===== src/hdl/linked_list_queue_manager_core_defines.svh =====
// Assertion macros used by the queue manager sequencer, llq_ctrl.
// Expects a clock named clk and a synchronous reset named rst in scope.
`ifndef LINKED_LIST_QUEUE_MANAGER_CORE_DEFINES_SVH
`define LINKED_LIST_QUEUE_MANAGER_CORE_DEFINES_SVH

// Same-cycle implication, checked at every rising edge outside reset
`define LLQ_ASSERT_NOW(label, ante, cons, msg) \
  label: assert property (@(posedge clk) disable iff (rst) (ante) |-> (cons)) \
    else $error(msg);

// Next-cycle implication, checked at every rising edge outside reset
`define LLQ_ASSERT_NEXT(label, ante, cons, msg) \
  label: assert property (@(posedge clk) disable iff (rst) (ante) |=> (cons)) \
    else $error(msg);

`endif


===== src/hdl/llq_pkg.sv =====
// Shared types and codes for the linked list queue manager.
// No dependencies; used by the interfaces, llq_ctrl, the top level and the testbench.
`timescale 1ns / 1ps
`default_nettype none

package llq_pkg;

  localparam int NODE_W = 6;
  localparam int NODES  = 1 << NODE_W;
  localparam int KIND_W = 3;

  typedef logic [NODE_W-1:0] node_t;
  typedef logic [KIND_W-1:0] kind_t;

  // request kinds
  localparam kind_t KIND_RESET    = 3'd0;
  localparam kind_t KIND_ADD_HEAD = 3'd1;
  localparam kind_t KIND_ADD_TAIL = 3'd2;
  localparam kind_t KIND_REM_HEAD = 3'd3;
  localparam kind_t KIND_REM_TAIL = 3'd4;
  localparam kind_t KIND_UNLINK   = 3'd5;
  localparam kind_t KIND_QUERY    = 3'd6;

  typedef struct packed {
    kind_t kind;
    node_t queue_node;
    node_t entry_node;
  } req_t;

  typedef struct packed {
    node_t out_node;
    logic  queue_empty;
    logic  status;
  } rsp_t;

  // link memory port groups
  typedef struct packed {
    logic  we;
    node_t addr;
    node_t data;
  } ram_wr_t;

  typedef struct packed {
    logic  re;
    node_t addr;
  } ram_rd_t;

  typedef enum logic [1:0] {
    ST_IDLE,
    ST_MID,
    ST_LAST
  } state_t;

endpackage

`default_nettype wire


===== src/hdl/llq_req_if.sv =====
// Request channel: valid/ready handshake carrying one queue request.
// Depends on llq_pkg.
`timescale 1ns / 1ps
`default_nettype none

interface llq_req_if;
  logic          valid;
  logic          ready;
  llq_pkg::req_t data;

  modport source (output valid, output data, input ready);
  modport sink   (input valid, input data, output ready);
endinterface

`default_nettype wire


===== src/hdl/llq_rsp_if.sv =====
// Response channel: valid/ready handshake carrying one queue result.
// Depends on llq_pkg.
`timescale 1ns / 1ps
`default_nettype none

interface llq_rsp_if;
  logic          valid;
  logic          ready;
  llq_pkg::rsp_t data;

  modport source (output valid, output data, input ready);
  modport sink   (input valid, input data, output ready);
endinterface

`default_nettype wire


===== src/hdl/llq_link_ram.sv =====
// Link memory: one write and one registered read port per cycle.
// Entries never written since reset read back as their own address.
`timescale 1ns / 1ps
`default_nettype none

module llq_link_ram #(
  parameter int DEPTH = 64,
  parameter int AW    = $clog2(DEPTH)
) (
  input  wire logic          clk,
  input  wire logic          rst,
  input  wire logic          we,
  input  wire logic [AW-1:0] waddr,
  input  wire logic [AW-1:0] wdata,
  input  wire logic          re,
  input  wire logic [AW-1:0] raddr,
  output logic      [AW-1:0] rdata
);

  logic [AW-1:0]    mem [DEPTH];
  logic [DEPTH-1:0] vld;

  // storage write
  always_ff @(posedge clk) begin
    if (we) begin
      mem[waddr] <= wdata;
    end
  end

  // written flags: a clear flag means self-linked
  always_ff @(posedge clk) begin
    if (rst) begin
      vld <= '0;
    end else if (we) begin
      vld[waddr] <= 1'b1;
    end
  end

  // registered read, old data on a same-address write
  always_ff @(posedge clk) begin
    if (re) begin
      rdata <= vld[raddr] ? mem[raddr] : raddr;
    end
  end

endmodule

`default_nettype wire


===== src/hdl/llq_ctrl.sv =====
// Request sequencer: reads, relinks and writes back the two link memories,
// and holds the result register. Depends on llq_pkg, the channel interfaces and the macro header.
`timescale 1ns / 1ps
`default_nettype none
`include "linked_list_queue_manager_core_defines.svh"

module llq_ctrl (
  input  wire logic             clk,
  input  wire logic             rst,
  llq_req_if.sink               req,
  llq_rsp_if.source             rsp,
  output llq_pkg::ram_wr_t      nwr,
  output llq_pkg::ram_wr_t      pwr,
  output llq_pkg::ram_rd_t      nrd,
  output llq_pkg::ram_rd_t      prd,
  input  wire llq_pkg::node_t   nrdata,
  input  wire llq_pkg::node_t   prdata
);

  llq_pkg::state_t state, state_next;
  llq_pkg::req_t   cur;
  llq_pkg::node_t  a_next;   // first-cycle read of next memory
  llq_pkg::node_t  a_prev;   // first-cycle read of prev memory
  logic            out_valid;
  llq_pkg::rsp_t   out_data;
  llq_pkg::rsp_t   res;
  logic            accept;

  assign req.ready = (state == llq_pkg::ST_IDLE) && (!out_valid || rsp.ready);
  assign accept    = req.valid && req.ready;
  assign rsp.valid = out_valid;
  assign rsp.data  = out_data;

  // next state
  always_comb begin
    state_next = state;
    unique case (state)
      llq_pkg::ST_IDLE: if (accept) state_next = llq_pkg::ST_MID;
      llq_pkg::ST_MID:  state_next = llq_pkg::ST_LAST;
      llq_pkg::ST_LAST: state_next = llq_pkg::ST_IDLE;
      default:          state_next = llq_pkg::ST_IDLE;
    endcase
  end

  always_ff @(posedge clk) begin
    if (rst) begin
      state <= llq_pkg::ST_IDLE;
    end else begin
      state <= state_next;
    end
  end

  // memory accesses and result per state
  always_comb begin
    llq_pkg::node_t q;
    llq_pkg::node_t e;
    llq_pkg::node_t fin;
    q   = cur.queue_node;
    e   = cur.entry_node;
    fin = a_next;
    nwr = '0;
    pwr = '0;
    nrd = '0;
    prd = '0;
    res = '{out_node: e, queue_empty: 1'b0, status: 1'b0};
    unique case (state)
      llq_pkg::ST_IDLE: begin
        // first reads: links of the entry for unlink, else of the sentinel
        nrd.re   = accept;
        prd.re   = accept;
        nrd.addr = (req.data.kind == llq_pkg::KIND_UNLINK) ?
                   req.data.entry_node : req.data.queue_node;
        prd.addr = nrd.addr;
      end
      llq_pkg::ST_MID: begin
        unique case (cur.kind)
          llq_pkg::KIND_RESET: begin
            nwr = '{we: 1'b1, addr: e, data: e};
            pwr = '{we: 1'b1, addr: e, data: e};
          end
          llq_pkg::KIND_ADD_HEAD: begin
            nwr = '{we: 1'b1, addr: e, data: nrdata};
            pwr = '{we: 1'b1, addr: e, data: q};
          end
          llq_pkg::KIND_ADD_TAIL: begin
            nwr = '{we: 1'b1, addr: e, data: q};
            pwr = '{we: 1'b1, addr: e, data: prdata};
          end
          llq_pkg::KIND_REM_HEAD: nrd = '{re: 1'b1, addr: nrdata};
          llq_pkg::KIND_REM_TAIL: prd = '{re: 1'b1, addr: prdata};
          llq_pkg::KIND_UNLINK: begin
            // old sentinel link is fetched while the neighbors are bridged
            nrd = '{re: 1'b1, addr: q};
            if (nrdata != e) begin
              nwr = '{we: 1'b1, addr: prdata, data: nrdata};
              pwr = '{we: 1'b1, addr: nrdata, data: prdata};
            end
          end
          default: ;
        endcase
      end
      llq_pkg::ST_LAST: begin
        unique case (cur.kind)
          llq_pkg::KIND_RESET: begin
            res.queue_empty = (q == e) || (a_next == q);
          end
          llq_pkg::KIND_ADD_HEAD: begin
            nwr = '{we: 1'b1, addr: q, data: e};
            pwr = '{we: 1'b1, addr: a_next, data: e};
            res.queue_empty = (e == q);
          end
          llq_pkg::KIND_ADD_TAIL: begin
            nwr = '{we: 1'b1, addr: a_prev, data: e};
            pwr = '{we: 1'b1, addr: q, data: e};
            if (a_prev == q) begin
              fin = e;
            end else if (e == q) begin
              fin = q;
            end
            res.queue_empty = (fin == q);
          end
          llq_pkg::KIND_REM_HEAD: begin
            if (a_next == q) begin
              res = '{out_node: q, queue_empty: 1'b1, status: 1'b1};
            end else begin
              nwr = '{we: 1'b1, addr: q, data: nrdata};
              pwr = '{we: 1'b1, addr: nrdata, data: q};
              res = '{out_node: a_next, queue_empty: (nrdata == q), status: 1'b0};
            end
          end
          llq_pkg::KIND_REM_TAIL: begin
            if (a_next == q) begin
              res = '{out_node: q, queue_empty: 1'b1, status: 1'b1};
            end else begin
              nwr = '{we: 1'b1, addr: prdata, data: q};
              pwr = '{we: 1'b1, addr: q, data: prdata};
              res = '{out_node: a_prev, queue_empty: (prdata == q), status: 1'b0};
            end
          end
          llq_pkg::KIND_UNLINK: begin
            // here a_next/a_prev are the entry's links, nrdata the old next[q]
            fin = nrdata;
            if (a_next == e) begin
              res.status = 1'b1;
            end else begin
              nwr = '{we: 1'b1, addr: e, data: e};
              pwr = '{we: 1'b1, addr: e, data: e};
              if (q == e) begin
                fin = q;
              end else if (q == a_prev) begin
                fin = a_next;
              end
            end
            res.queue_empty = (fin == q);
          end
          default: begin
            res.queue_empty = (a_next == q);
          end
        endcase
      end
      default: ;
    endcase
  end

  // request capture and first-read hold
  always_ff @(posedge clk) begin
    if (accept) begin
      cur <= req.data;
    end
    if (state == llq_pkg::ST_MID) begin
      a_next <= nrdata;
      a_prev <= prdata;
    end
  end

  // result register
  always_ff @(posedge clk) begin
    if (rst) begin
      out_valid <= 1'b0;
    end else if (state == llq_pkg::ST_LAST) begin
      out_valid <= 1'b1;
    end else if (rsp.ready) begin
      out_valid <= 1'b0;
    end
  end

  always_ff @(posedge clk) begin
    if (state == llq_pkg::ST_LAST) begin
      out_data <= res;
    end
  end

  `LLQ_ASSERT_NEXT(a_accept_starts, accept, state == llq_pkg::ST_MID, "accept did not start sequence")
  `LLQ_ASSERT_NEXT(a_mid_to_last, state == llq_pkg::ST_MID, state == llq_pkg::ST_LAST, "sequence stalled")
  `LLQ_ASSERT_NOW(a_last_free, state == llq_pkg::ST_LAST, !out_valid, "result register busy at finish")
  `LLQ_ASSERT_NOW(a_idle_no_wr, state == llq_pkg::ST_IDLE, !nwr.we && !pwr.we, "link write while idle")

endmodule

`default_nettype wire


===== src/hdl/linked_list_queue_manager_core.sv =====
// Circular doubly linked queue manager, top level.
// Channels: req (sink) takes {kind, queue_node, entry_node}; rsp (source)
//   returns {out_node, queue_empty, status}, both valid/ready, a transfer
//   happening on a clock edge with valid and ready high.
// Each request steps through the sequencer states: the transfer cycle reads both link
//   memories, ST_MID reads again or does the first link writes, ST_LAST does
//   the last writes and loads the result register. The result is valid in
//   the cycle after ST_LAST, and no new request is taken until the sequencer
//   is back in idle, set by the one read and one write port of each link memory.
// req.ready is high only while the sequencer is idle and the result register
//   is empty or being drained in that cycle; a stalled receiver simply holds
//   the result and blocks the next request.
// Reset (rst, synchronous) clears the per-entry written flags in the link
//   memories, so every node reads as self-linked right after reset with no
//   clearing pass, and drops any pending result.
// Depends on llq_pkg, llq_req_if, llq_rsp_if, llq_link_ram and llq_ctrl.
`timescale 1ns / 1ps
`default_nettype none

module linked_list_queue_manager_core (
  input  wire logic clk,
  input  wire logic rst,
  llq_req_if.sink   req,
  llq_rsp_if.source rsp
);

  llq_pkg::ram_wr_t nwr, pwr;
  llq_pkg::ram_rd_t nrd, prd;
  llq_pkg::node_t   nrdata, prdata;

  // sequencer and result register
  llq_ctrl u_ctrl (
    .clk    (clk),
    .rst    (rst),
    .req    (req),
    .rsp    (rsp),
    .nwr    (nwr),
    .pwr    (pwr),
    .nrd    (nrd),
    .prd    (prd),
    .nrdata (nrdata),
    .prdata (prdata)
  );

  // next links
  llq_link_ram #(
    .DEPTH (llq_pkg::NODES),
    .AW    (llq_pkg::NODE_W)
  ) u_next_ram (
    .clk   (clk),
    .rst   (rst),
    .we    (nwr.we),
    .waddr (nwr.addr),
    .wdata (nwr.data),
    .re    (nrd.re),
    .raddr (nrd.addr),
    .rdata (nrdata)
  );

  // prev links
  llq_link_ram #(
    .DEPTH (llq_pkg::NODES),
    .AW    (llq_pkg::NODE_W)
  ) u_prev_ram (
    .clk   (clk),
    .rst   (rst),
    .we    (pwr.we),
    .waddr (pwr.addr),
    .wdata (pwr.data),
    .re    (prd.re),
    .raddr (prd.addr),
    .rdata (prdata)
  );

endmodule

`default_nettype wire


===== src/flat_wrapper.sv =====
// flat-port wrapper written by rule: the top's interface ports become plain ports
module linked_list_queue_manager_core_flat 
  (clk, rst, req_valid, req_data, req_ready, rsp_valid, rsp_data, rsp_ready);
  llq_req_if req_i ();
  llq_rsp_if rsp_i ();
  input  wire logic clk;
  input  wire logic rst;
  input wire logic [$bits(req_i.valid)-1:0] req_valid;
  input wire logic [$bits(req_i.data)-1:0] req_data;
  output wire logic [$bits(req_i.ready)-1:0] req_ready;
  output wire logic [$bits(rsp_i.valid)-1:0] rsp_valid;
  output wire logic [$bits(rsp_i.data)-1:0] rsp_data;
  input wire logic [$bits(rsp_i.ready)-1:0] rsp_ready;
  assign req_i.valid = req_valid;
  assign req_i.data = req_data;
  assign req_ready = req_i.ready;
  assign rsp_valid = rsp_i.valid;
  assign rsp_data = rsp_i.data;
  assign rsp_i.ready = rsp_ready;
  linked_list_queue_manager_core u_core (.clk(clk), .rst(rst), .req(req_i), .rsp(rsp_i));
endmodule

===== config.mk =====
export PLATFORM = sky130hd
export DESIGN_NAME = linked_list_queue_manager_core_flat
export DESIGN_NICKNAME = d
export VERILOG_FILES = /design/src/hdl/llq_pkg.sv /design/src/hdl/llq_req_if.sv /design/src/hdl/llq_rsp_if.sv /design/src/hdl/llq_link_ram.sv /design/src/hdl/llq_ctrl.sv /design/src/hdl/linked_list_queue_manager_core.sv /design/src/flat_wrapper.sv
export VERILOG_INCLUDE_DIRS = /design/src /design/src/hdl
export SDC_FILE = /design/constraint.sdc
export NUM_CORES = 1
export LEC_CHECK = 0
export BUFFER_PORTS_ARGS = -buffer_cell sky130_fd_sc_hd__buf_2
export CAP_MARGIN = 20
export CELL_PAD_IN_SITES_DETAIL_PLACEMENT = 1
export CELL_PAD_IN_SITES_GLOBAL_PLACEMENT = 1
export CORE_MARGIN = 5
export CORE_UTILIZATION = 29
export CTS_CLUSTER_SIZE = 30
export DETAILED_ROUTE_END_ITERATION = 10
export PLACE_DENSITY = 0.59
export SYNTH_ARGS = -nofsm -noshare
export SYNTH_HDL_FRONTEND = slang
export SYNTH_SLANG_ARGS = --single-unit

===== constraint.sdc =====
create_clock -name clk -period 5.5 [get_ports clk]
set_clock_uncertainty 0.15 [all_clocks]
set_input_delay 0.825 -clock clk [delete_from_list [all_inputs] [get_ports clk]]
set_output_delay 0.825 -clock clk [all_outputs]
set_load 0.01 [all_outputs]

* Word level (Yosys, flattened, before mapping)
Memories as Yosys holds them, arrays and structs flattened.
Index checks and enable logic that the tools add are counted.
Widths: inputs -> output; s select.
** Storage, ports and cells
- Register bits :: 178
- RAM bits :: 768
- Input port bits :: 19
- Output and inout bits :: 10
- Word-level logic and storage cells :: 105
- Memories :: 2
** Memory list
- u_core.u_next_ram.mem :: depth 64, bits a word 6, rd ports 1, clocked after Yosys merged registers in 0, write ports 1, line llq_link_ram.sv:20 : logic [AW-1:0] mem [DEPTH];
- u_core.u_prev_ram.mem :: depth 64, bits a word 6, rd ports 1, clocked after Yosys merged registers in 0, write ports 1, line llq_link_ram.sv:20
** Cells by class
- Magnitude comparators :: 6
- Equality and inequality tests :: 20
- Muxes and demuxes :: 51
- Bitwise operators :: 2
- Reductions and logical operators :: 10
** Operators with widths (count)
- $pmux 13 s5 :: 2
- $or 64x64->64 :: 2
- $pmux 13 s4 :: 2
- $mux 13 :: 7
- $mux 6 :: 12
- $eq 6x6->1 :: 10
- $pmux 13 s2 :: 2
- $pmux 7 s2 :: 3
- $lt 6x7->1 const B :: 4
- $mux 8 :: 2
- $bmux 1 s6 :: 2
- $demux 1 s6 :: 2
- $ge 6x1->1 const B :: 2
- $pmux 6 s2 :: 1
- $mux 1 :: 11
- $eq 3x3->1 const B :: 3
- $mux 7 :: 1
- $eq 3x2->1 const B :: 2
- $ne 6x6->1 :: 1
- $pmux 1 s6 :: 1
- $logic_and 1x1->1 :: 4
- $pmux 2 s2 :: 1
- $eq 3x1->1 const B :: 1
- $logic_not 3->1 :: 1
- other kinds (9) :: 10

* Depth between registers and ports, before layout
Gate-level depths: netlist of run 1.
- Depth after elaboration :: 9
- Depth in mapped cells :: 16

* Hierarchy
Synthesis of run 1 repeated with hierarchy kept, for this count alone.
** Second synthesis, totals
- Cell total of the unflattened synthesis :: 2421
- Area total of the unflattened synthesis :: 39419.1 sq um
** By module, submodules not included
- llq_link_ram at u_core.u_prev_ram :: instances 1, cells an instance 968, area an instance 17688.2 sq um
- llq_link_ram at u_core.u_next_ram :: instances 1, cells an instance 966, area an instance 17630.7 sq um
- llq_ctrl :: instances 1, cells an instance 487, area an instance 4100.2 sq um

* Least setup slack after synthesis of run 1
No wires, ideal clock.
- Path type :: reg-to-reg
- From :: register u_core.u_ctrl.state[1]
- To :: memory u_core.u_prev_ram.mem[0][1] in the netlist's numbering, data pin
- Data arrival time :: 3257 ps
- Required time :: 4851 ps
- Slack :: 1594 ps
- Stages on the path, launching flop included :: 8
- Buffers on the path :: 2
- Clock period less this slack :: 3906 ps
- Cell sequence :: dfxtp_1 inv_1 ha_1 and3_1 clkbuf_1 clkbuf_1 a22oi_1 nor2_1
** RTL lines
- start: declaration :: line llq_ctrl.sv:20 : llq_pkg::state_t state, state_next;
- start signal: assignment :: line llq_ctrl.sv:47 : state <= llq_pkg::ST_IDLE;
- start signal: assignment :: line llq_ctrl.sv:49 : state <= state_next;
- end: declaration :: line llq_link_ram.sv:20

* Worst setup path after layout of run 1
- From :: register u_core.u_ctrl.cur[12] in the netlist's numbering
- To :: register u_core.u_next_ram.rdata[4], data pin
** Between the ends
- Longest elaborated chain between the ends :: 6
- Elaborated cells between the ends (all ways) :: 8
- Those cells by class :: eq/ne (2); mux (5); memory (1)
** RTL lines
- start: declaration :: line llq_ctrl.sv:21 : llq_pkg::req_t cur;
- start signal: assignment :: line llq_ctrl.sv:168 : cur <= req.data;
- $eq 3x3->1 or $eq 3x2->1 (tied branches) :: line llq_ctrl.sv:76 : unique case (cur.kind)
- $pmux 7 s2 (*) :: line llq_ctrl.sv:76
- $pmux 7 s2 (*) :: line llq_ctrl.sv:66 : unique case (state)
- $bmux 1 s6 :: line llq_link_ram.sv:42 : rdata <= vld[raddr] ? mem[raddr] : raddr;
- $mux 1 (not written as such) :: line llq_link_ram.sv:42
- $mux 6 (*) :: line llq_link_ram.sv:42
- end signal: assignment :: line llq_link_ram.sv:42
- end: declaration :: line llq_link_ram.sv:17 : output logic [AW-1:0] rdata
Every way passes the cells marked *; elsewhere a longest branch is shown, timed or not. The select of a mux whose other input is x is not followed.
A chain may end at the register's enable or synchronous reset.

==> results of run 1 <==
-- stage by stage --
stage	hold WS (ps)	instance area [um^2]	power [mW]
3_5_place_dp	311	44900	10.8
2_1_floorplan	271	41500	9.70
4_1_cts	99.7	48200	17.7
3_3_place_gp	302	44900	10.8
5_1_grt	119	48200	18.2
6_report	151	48200	17.6
-- final cells by class --
type                            count  area share
Inverter                           11    0.000857
Clock buffer                      136      0.0577
Sequential cell                   946       0.562
Tap cell                         1890      0.0491
Timing Repair Buffer              281      0.0455
Multi-Input combinational cell   2155       0.274
Clock inverter                     50      0.0107
-- layout by cell type (no fill, tap or decap), types with 14 or more instances in the layout --
cell,n
sky130_fd_sc_hd__a22oi_1,24
sky130_fd_sc_hd__o21ba_1,25
sky130_fd_sc_hd__a21oi_1,77
sky130_fd_sc_hd__nand2_1,600
sky130_fd_sc_hd__o21ai_0,70
sky130_fd_sc_hd__clkbuf_16,103
sky130_fd_sc_hd__o221ai_1,15
sky130_fd_sc_hd__clkbuf_1,25
sky130_fd_sc_hd__o21ba_2,100
sky130_fd_sc_hd__nand3_1,176
sky130_fd_sc_hd__nor2_1,152
sky130_fd_sc_hd__edfxtp_1,815
sky130_fd_sc_hd__buf_2,27
sky130_fd_sc_hd__a31oi_1,93
sky130_fd_sc_hd__dfxtp_1,131
sky130_fd_sc_hd__a311oi_1,58
sky130_fd_sc_hd__nor3_1,14
sky130_fd_sc_hd__a32oi_1,19
sky130_fd_sc_hd__nand4_1,33
sky130_fd_sc_hd__nand3b_1,22
sky130_fd_sc_hd__o211ai_1,33
sky130_fd_sc_hd__nor2_4,21
sky130_fd_sc_hd__mux2i_1,73
sky130_fd_sc_hd__o22ai_1,17
sky130_fd_sc_hd__a211oi_1,139
sky130_fd_sc_hd__buf_4,242
sky130_fd_sc_hd__nor2_2,16
sky130_fd_sc_hd__clkinv_1,17
sky130_fd_sc_hd__and3_1,134
sky130_fd_sc_hd__xnor2_1,23
-- worst paths after layout --
check	from	to	slack (ps)	cells past startpoint
worst max-delay path	u_core.u_ctrl.cur[12]	u_core.u_next_ram.rdata[4]	750	11
worst min-delay path	req_data[13]	u_core.u_ctrl.cur[13]	150	1
worst max register to register	u_core.u_ctrl.cur[12]	u_core.u_next_ram.rdata[4]	750	11
worst min register to register	u_core.u_prev_ram.vld[9]	u_core.u_prev_ram.vld[9]	320	1
-- report_power, final --
part / switching (mW) / internal (mW) / total, mW
combinational: 1.90 / 0.841 / 2.74
sequential: 0.151 / 7.82 / 7.97
clock: 2.88 / 3.97 / 6.85
-- worst register-to-register path: stages, from the launching register on --
cell and delay (ps):
sky130_fd_sc_hd__edfxtp_1 890, sky130_fd_sc_hd__buf_12 260, sky130_fd_sc_hd__nand2_1 280, sky130_fd_sc_hd__a21o_4 440, sky130_fd_sc_hd__nand2_8 540, sky130_fd_sc_hd__buf_4 440, sky130_fd_sc_hd__a211oi_1 100, sky130_fd_sc_hd__a311oi_1 300
sky130_fd_sc_hd__or4_1 230, sky130_fd_sc_hd__nand4_2 280, sky130_fd_sc_hd__a2111oi_0 450, sky130_fd_sc_hd__a211oi_1 110
-- routing by layer --
metal  global-route usage  up-vias  share of wire
met1                0.253    15314           0.46
met5                    0        -              0
li1                     -    13064              -
met3               0.0253      211          0.052
met2                0.292      863           0.46
met4               0.0572        0          0.028
-- state kept, by name, indices dropped and copies added, names as in the netlist --
register / cells
u_core.u_next_ram.mem: 384
u_core.u_prev_ram.mem: 384
u_core.u_next_ram.vld: 64
u_core.u_prev_ram.vld: 64
u_core.u_ctrl.cur: 15
u_core.u_ctrl.rsp.data: 8
u_core.u_ctrl.a_next: 6
u_core.u_ctrl.a_prev: 6
u_core.u_next_ram.rdata: 6
u_core.u_prev_ram.rdata: 6
u_core.u_ctrl.state: 2
u_core.u_ctrl.rsp.valid: 1
-- cell usage after synthesis (14+ instances only) --
cell	n
sky130_fd_sc_hd__o21ba_2	100
sky130_fd_sc_hd__a22oi_1	24
sky130_fd_sc_hd__nor2_1	166
sky130_fd_sc_hd__nand3_1	176
sky130_fd_sc_hd__o21ba_1	25
sky130_fd_sc_hd__a211oi_1	139
sky130_fd_sc_hd__nor3_1	14
sky130_fd_sc_hd__o22ai_1	17
sky130_fd_sc_hd__o211ai_1	33
sky130_fd_sc_hd__edfxtp_1	815
sky130_fd_sc_hd__nand4_1	33
sky130_fd_sc_hd__clkbuf_1	113
sky130_fd_sc_hd__xnor2_1	23
sky130_fd_sc_hd__o21ai_0	70
sky130_fd_sc_hd__nand2_1	603
sky130_fd_sc_hd__dfxtp_1	131
sky130_fd_sc_hd__nand3b_1	22
sky130_fd_sc_hd__buf_1	15
sky130_fd_sc_hd__a32oi_1	19
sky130_fd_sc_hd__a31oi_1	93
sky130_fd_sc_hd__mux2i_1	74
sky130_fd_sc_hd__buf_2	118
sky130_fd_sc_hd__and3_1	134
sky130_fd_sc_hd__o221ai_1	15
sky130_fd_sc_hd__a311oi_1	58
sky130_fd_sc_hd__nor2_2	17
sky130_fd_sc_hd__a21oi_1	78
-- cell families (layout without fill, tap and decap cells) --
family | Yosys count | in the layout | synth area share
adder cells (fa/ha/maj) | 3 | 3 | 0.000905
AO/OA/AOI/OAI | 783 | 783 | 0.143
multiplexers | 83 | 83 | 0.0204
XOR/XNOR | 40 | 40 | 0.00935
AND/OR/NAND/NOR | 1246 | 1246 | 0.141
buffers and inverters | 281 | 478 | 0.0320
flip-flops | 946 | 946 | 0.653
==> metrics.log, run 1 <==
INFO  metric max_slew.worst_pin.slew = 1010 ps
INFO  metric worst_setup_hold_path_clk_slew = approximately 70 ps
INFO  metric critical_path.most_common_cell = sky130_fd_sc_hd__a211oi_1
INFO  metric post-place-ws = 540 ps
INFO  metric die-area = 151000 um^2
INFO  metric nFillCells = around 15000
INFO  metric setup_slack = roughly 750 ps
INFO  metric multi_input_comb_area = ~13000 um^2
INFO  metric number_of_global_route_vias_before_repair = 29751
INFO  metric wire_per_inst = 25.8 um
INFO  metric post_synthesis_instance_area = about 41000 um^2
INFO  metric h-tree-depth = 3
INFO  metric gpl.final_weighted_congestion = 0.840
INFO  metric grt_setup_unrepaired = no
INFO  metric count_of_yosys_warnings_during_synthesis = 0
INFO  metric root_buffer = sky130_fd_sc_hd__clkbuf_16
INFO  metric detail_route.iter0.violations = 2673
INFO  metric ff_latch_area = 27100 um^2
INFO  metric postSynth.topFlopCell = sky130_fd_sc_hd__edfxtp_1
INFO  metric worst_hold_path_type = input pin to flip-flop
INFO  metric cp.required = around 5800 ps
INFO  metric power_per_cell_area = around 360 nW/um^2
INFO  metric post-cts-setup-buffers = 0
INFO  metric cts_made_buffers = 100
INFO  metric fmaxAchievable = 0.211 GHz
INFO  metric timing.slew.headroom = 0.306
INFO  metric die_w = between 300 and 400 um
INFO  metric via_count = a little under 30000
INFO  metric endpoint_kind = flip-flop
INFO  metric grt_util_all_layers = 0.181
INFO  metric synth_top_area_frac = 0.590
INFO  metric setup.worst_path.class = flip-flop to flip-flop
INFO  metric instances_no_fill = ~5500
INFO  metric outcome = finished, final reports clean
INFO  metric clkSinkCount = approximately 950
INFO  metric postSynthRegisterBits = between 900 and 1000
INFO  metric yosysUniqueCellTypes = just over 90
INFO  metric leakagePower = ~16 nW
INFO  metric setup_violators_final = 0
INFO  metric routed_wl = around 140000 um
INFO  metric post-route-util = 0.340
INFO  metric critPathMaxStageDelay = ~890 ps
INFO  metric timing.critical_path.max_delay_family = compound AO/OA/AOI/OAI gates
INFO  metric grt_antenna_before_repair = 2
INFO  metric report.final.slew_viol_count = 0
INFO  metric finalHoldViolations = 0
INFO  metric core_area = around 140000 um^2
INFO  metric drc = 0
INFO  metric cts_buffer_depth = 3
INFO  metric critPathLaunchType = flip-flop
INFO  metric post-route-min-period = approximately 4700 ps
INFO  metric route.detailed.vias_per_inst = ~5.4
INFO  metric synth.largest_area_cell = sky130_fd_sc_hd__edfxtp_1
INFO  metric placedCellCount = around 5300
INFO  metric grt_start_max_net_pins = 93
INFO  metric synthToLayoutAreaGrowth = 16.2%
INFO  metric die_height = a little under 400 um
INFO  metric grt-ovfl-total = 0
INFO  metric detailed_place_hpwl = between 90000 and 100000 um
INFO  metric syn-num-nets = around 3400
INFO  metric drive_gt1_frac = 0.171
INFO  metric dr.pass1.iters = 5
INFO  metric floorplan.io_pins = 29
INFO  metric numPortBuffers = 28
INFO  metric rows = around 140
INFO  metric cts_tree = yes
INFO  metric clock_latency = between 700 and 800 ps
INFO  metric critical_path.max_fanout = slightly below 80
INFO  metric ctsHoldBuffers = 0
INFO  metric max-cap-violations = 0
INFO  metric synth-edff-count = roughly 800
INFO  metric avgSynthCellArea = between 10 and 15 um^2
INFO  metric synth_area_leaders = sky130_fd_sc_hd__edfxtp_1 59%, sky130_fd_sc_hd__dfxtp_1 6.3%, sky130_fd_sc_hd__nand2_1 5.5%
INFO  metric setup-tns-final = 0 ps
INFO  metric nets = between 3000 and 4000
INFO  metric postSynth.asyncResetShare = 0
INFO  metric drt.antenna.violating_nets = 0
INFO  metric vdd_ir_drop_max = approximately 0.23 mV
INFO  metric worst-endpoint-arrival = between 5000 and 6000 ps
INFO  metric sequence_of_cells_on_the_critical_path = buf_12, nand2_1, a21o_4, nand2_8, buf_4, a211oi_1, a311oi_1, or4_1, nand4_2, a2111oi_0, a211oi_1
INFO  metric antenna-diode-count = 0
INFO  metric post_cts.resized_instances = 0
INFO  metric critical_path.n_buffers_inverters = 2
INFO  metric post_synth_inst_count = about 3400
INFO  metric seq_total_area_yosys = 0.653
INFO  metric first_pass_grt_wire_length = 207000 um
INFO  metric critical_path.slowest_cell = sky130_fd_sc_hd__edfxtp_1
INFO  metric initial_utilization = 0.293
INFO  metric layout_worst_path_cycle_share = 0.863
Note: power is estimated with default switching activity, not from simulation.
==> inputs of run 2 (changes only) <==
- ABC_AREA: not set -> 1
- PLACE_DENSITY: 0.59 -> 0.61
==> run 2 against run 1 <==
Compared with the run above:
- via count increased by 6.7%
- sequential power increased by 5.5%
- register-to-register slack improved by 380 ps
- power increased by 20%
- flip-flop and latch count unchanged
- fmax increased by 8.6%
- clock-buffer cell count increased by 12
- first-iteration DRC count decreased by 9.6%
- hold slack improved by 6.4 ps
- critical path type unchanged
- critical endpoint is now u_core.u_prev_ram.mem[60][2]
- highest routed layer unchanged
==> metrics.log, run 2 <==
INFO  metric critPathLaunchType = flip-flop (unchanged)
INFO  metric synthToLayoutAreaGrowth = 13.4% (was 16.2%)
INFO  metric leakagePower = 19.2 nW (was 16.4 nW)
INFO  metric post_synth_inst_count = 4419 (was 3382)
INFO  metric avgSynthCellArea = 9.71 um^2 (was 12.3 um^2)
INFO  metric grt_setup_unrepaired = no (unchanged)
INFO  metric detail_route.iter0.violations = 2416 (was 2673)
INFO  metric worst-r2r-cell-count = 14 (was 11)
INFO  metric number_of_global_route_vias_before_repair = 32448 (was 29751)
INFO  metric layout_worst_path_cycle_share = 0.795 (was 0.863)
INFO  metric synth.largest_area_cell = sky130_fd_sc_hd__edfxtp_1 (unchanged)
INFO  metric h-tree-depth = 3 (unchanged)
INFO  metric max-cap-violations = 0 (unchanged)
INFO  metric first_pass_grt_wire_length = 204000 um (was 207000 um)
INFO  metric drc = 0 (unchanged)
INFO  metric synth_area_leaders = sky130_fd_sc_hd__edfxtp_1 57%, sky130_fd_sc_hd__nand2_1 11%, sky130_fd_sc_hd__nand3_1 7.8% (was sky130_fd_sc_hd__edfxtp_1 59%, sky130_fd_sc_hd__dfxtp_1 6.3%, sky130_fd_sc_hd__nand2_1 5.5%)
INFO  metric post_synthesis_instance_area = 42900 um^2 (was 41500 um^2)
INFO  metric setup_violators_final = 0 (unchanged)
INFO  metric setup-tns-final = 0 ps (unchanged)
INFO  metric seq_total_area_yosys = 0.631 (was 0.653)
INFO  metric drive_gt1_frac = 0.0822 (was 0.171)
INFO  metric yosysUniqueCellTypes = 36 (was 93)
INFO  metric leading_post_synthesis_cells_by_instance_count = 1231 x sky130_fd_sc_hd__nand2_1, 815 x sky130_fd_sc_hd__edfxtp_1, 667 x sky130_fd_sc_hd__nand3_1 (was 815 x sky130_fd_sc_hd__edfxtp_1, 603 x sky130_fd_sc_hd__nand2_1, 176 x sky130_fd_sc_hd__nand3_1)
INFO  metric power_per_cell_area = 433 nW/um^2 (was 364 nW/um^2)
INFO  metric clock_latency = 730 ps (was 710 ps)
INFO  metric ctsHoldBuffers = 0 (unchanged)
INFO  metric finalHoldViolations = 0 (unchanged)
INFO  metric routed_wl = 136000 um (was 141000 um)
INFO  metric final_common_cell = sky130_fd_sc_hd__nand2_1 (was sky130_fd_sc_hd__edfxtp_1)
INFO  metric core_area = 147000 um^2 (was 142000 um^2)
INFO  metric synth-edff-count = 815 (unchanged)
INFO  metric outcome = finished, final reports clean (unchanged)
INFO  metric synth_top_area_frac = 0.570 (was 0.590)
INFO  metric post_dp_cell_area = 45300 um^2 (was 44900 um^2)
INFO  metric grt_util_all_layers = 0.170 (was 0.181)
INFO  metric postSynthRegisterBits = 946 (unchanged)
INFO  metric drt.antenna.violating_nets = 0 (unchanged)
INFO  metric root_buffer = sky130_fd_sc_hd__clkbuf_16 (unchanged)
INFO  metric synth_most_common_cell = sky130_fd_sc_hd__nand2_1 (was sky130_fd_sc_hd__edfxtp_1)
INFO  metric cp.required = 5750 ps (was 5790 ps)
INFO  metric grt-ovfl-total = 0 (unchanged)
INFO  metric worst_setup_hold_path_clk_slew = 60 ps (was 70 ps)
INFO  metric largest_registers = u_core.u_next_ram.mem (384), u_core.u_prev_ram.mem (384) (unchanged)
INFO  metric report.final.slew_viol_count = 0 (unchanged)
INFO  metric rows = 141 (was 138)
INFO  metric die_w = 395 um (was 388 um)
INFO  metric finalPower = 21.1 mW (was 17.6 mW)
INFO  metric initial_utilization = 0.291 (was 0.293)
INFO  metric cts_tree = yes (unchanged)
INFO  metric wire_per_inst = 21.1 um (was 25.8 um)
INFO  metric numPortBuffers = 28 (unchanged)
INFO  metric endpoint_kind = flip-flop (unchanged)
INFO  metric dr.pass1.iters = 5 (unchanged)
INFO  metric worst-endpoint-arrival = 4620 ps (was 5030 ps)
INFO  metric setup.worst_path.class = flip-flop to flip-flop (unchanged)
INFO  metric layout_common_cells = 1227 x sky130_fd_sc_hd__nand2_1, 815 x sky130_fd_sc_hd__edfxtp_1, 667 x sky130_fd_sc_hd__nand3_1 (was 815 x sky130_fd_sc_hd__edfxtp_1, 600 x sky130_fd_sc_hd__nand2_1, 242 x sky130_fd_sc_hd__buf_4)
INFO  metric placedCellCount = 6220 (was 5283)
INFO  metric vdd_ir_drop_max = 0.297 mV (was 0.226 mV)
INFO  metric via_count = 31430 (was 29452)
INFO  metric hold_depth = 1 (unchanged)
INFO  metric post-route-min-period = 4370 ps (was 4750 ps)
INFO  metric critical_path.max_fanout = 12 (was 79)
INFO  metric detailed_place_hpwl = 83500 um (was 92200 um)
INFO  metric postSynth.asyncResetShare = 0 (unchanged)
INFO  metric grt_antenna_before_repair = 2 (unchanged)
INFO  metric cts_buffer_depth = 3 (unchanged)
INFO  metric route.detailed.vias_per_inst = 4.90 (was 5.39)
INFO  metric post-cts-setup-buffers = 0 (unchanged)
INFO  metric clkSinkCount = 946 (unchanged)
INFO  metric postSynth.topFlopCell = sky130_fd_sc_hd__edfxtp_1 (unchanged)
INFO  metric die_height = 395 um (was 388 um)
INFO  metric finalHoldWorstSlack = 158 ps (was 151 ps)
INFO  metric instances_no_fill = 6420 (was 5469)
INFO  metric fmaxAchievable = 0.229 GHz (was 0.211 GHz)
INFO  metric gpl.final_weighted_congestion = 0.897 (was 0.840)
INFO  metric die-area = 156000 um^2 (was 151000 um^2)
INFO  metric max_slew.worst_pin.slew = 1140 ps (was 1010 ps)
INFO  metric count_of_yosys_warnings_during_synthesis = 0 (unchanged)
INFO  metric post_cts.resized_instances = 0 (unchanged)
INFO  metric syn-num-nets = 4441 (was 3404)
INFO  metric cts_made_buffers = 105 (was 100)
INFO  metric timing.slew.headroom = 0.236 (was 0.306)
INFO  metric grt_start_max_net_pins = 196 (was 93)
INFO  metric worst_hold_path_type = input pin to flip-flop (unchanged)
INFO  metric design_area = 48700 um^2 (was 48200 um^2)
INFO  metric nets = 4419 (was 3517)
INFO  metric floorplan.io_pins = 29 (unchanged)
-- run 2: cell types whose count changed in the layout (fill, tap and decap cells not counted), moves of 87 or more --
| cell | before | now |
|---|---|---|
| sky130_fd_sc_hd__a31oi_1 | 93 | 0 |
| sky130_fd_sc_hd__nand2_1 | 600 | 1227 |
| sky130_fd_sc_hd__nor2_1 | 152 | 65 |
| sky130_fd_sc_hd__a211oi_1 | 139 | 0 |
| sky130_fd_sc_hd__o21ba_2 | 100 | 0 |
| sky130_fd_sc_hd__and3_1 | 134 | 0 |
| sky130_fd_sc_hd__inv_1 | 10 | 647 |
| sky130_fd_sc_hd__nand3_1 | 176 | 667 |
| sky130_fd_sc_hd__buf_4 | 242 | 72 |
| sky130_fd_sc_hd__o211ai_1 | 33 | 224 |
-- run 2: path summary, 6_finish.rpt --
path	startpoint	end	slack, ps
setup / recovery	u_core.u_ctrl.cur[10]	u_core.u_prev_ram.mem[60][2]	1130
hold / removal	req_data[7]	u_core.u_ctrl.cur[7]	160
setup reg to reg	u_core.u_ctrl.cur[10]	u_core.u_prev_ram.mem[60][2]	1130
hold reg to reg	u_core.u_prev_ram.vld[0]	u_core.u_prev_ram.vld[0]	300
-- run 2: through the flow --
step / setup slack (ps) / utilization
after floorplan: 1240 / -
after global placement: 1050 / 0.307
after detailed placement: 1010 / 0.307
after CTS: 1190 / 0.330
after global routing: 890 / 0.330
final: 1130 / 0.330
-- run 2: critical path, cell delays in order, from the launching register on --
cell	delay, ps
sky130_fd_sc_hd__edfxtp_1	660
sky130_fd_sc_hd__inv_1	260
sky130_fd_sc_hd__nand2_1	110
sky130_fd_sc_hd__nand2_1	60
sky130_fd_sc_hd__nor2_1	100
sky130_fd_sc_hd__nand3_1	410
sky130_fd_sc_hd__nand2_2	360
sky130_fd_sc_hd__o21ai_1	110
sky130_fd_sc_hd__o21ai_1	130
sky130_fd_sc_hd__nand2_1	110
sky130_fd_sc_hd__nand2_1	160
sky130_fd_sc_hd__nand3_1	150
sky130_fd_sc_hd__nor2_2	770
sky130_fd_sc_hd__nand2_1	230
sky130_fd_sc_hd__inv_1	260
-- run 2: where the power goes --
part	switching [mW]	leakage, nW	internal, mW
Sequential	0.278	8.51	8.13
Combinational	4.27	8.99	1.45
Clock	3.03	1.66	3.90
-- run 2: cells by family (layout without fill, tap and decap cells) --
kind of cell,count (synthesis),after routing,share of synthesized area
AOI/OAI and AO/OA,478,478,0.0712
adders and majority gates,3,3,0.000875
other,0,1,0
buffers and inverters,912,982,0.0854
xor gates and xnor gates,8,8,0.00163
and+or+nand+nor,2072,2072,0.210
DFF,946,946,0.631
-- run 2: cell type report --
class | instances | area [um^2]
Timing Repair Buffer | 109 | 876
Clock buffer | 148 | 2980
Multi-Input combinational cell | 2561 | 12400
Sequential cell | 946 | 27100
Antenna cell | 1 | 2.50
Inverter | 674 | 2530
Clock inverter | 51 | 408
Tap cell | 1930 | 2410
Fill cell | 16702 | 98800
-- run 2: per-layer routing --
metal	vias to the layer above	GRT usage	wire length, um
li1	14813	-	-
met1	15672	0.224	60000
met2	702	0.287	65300
met3	243	0.0235	5830
met4	0	0.0562	4550
met5	-	0	0
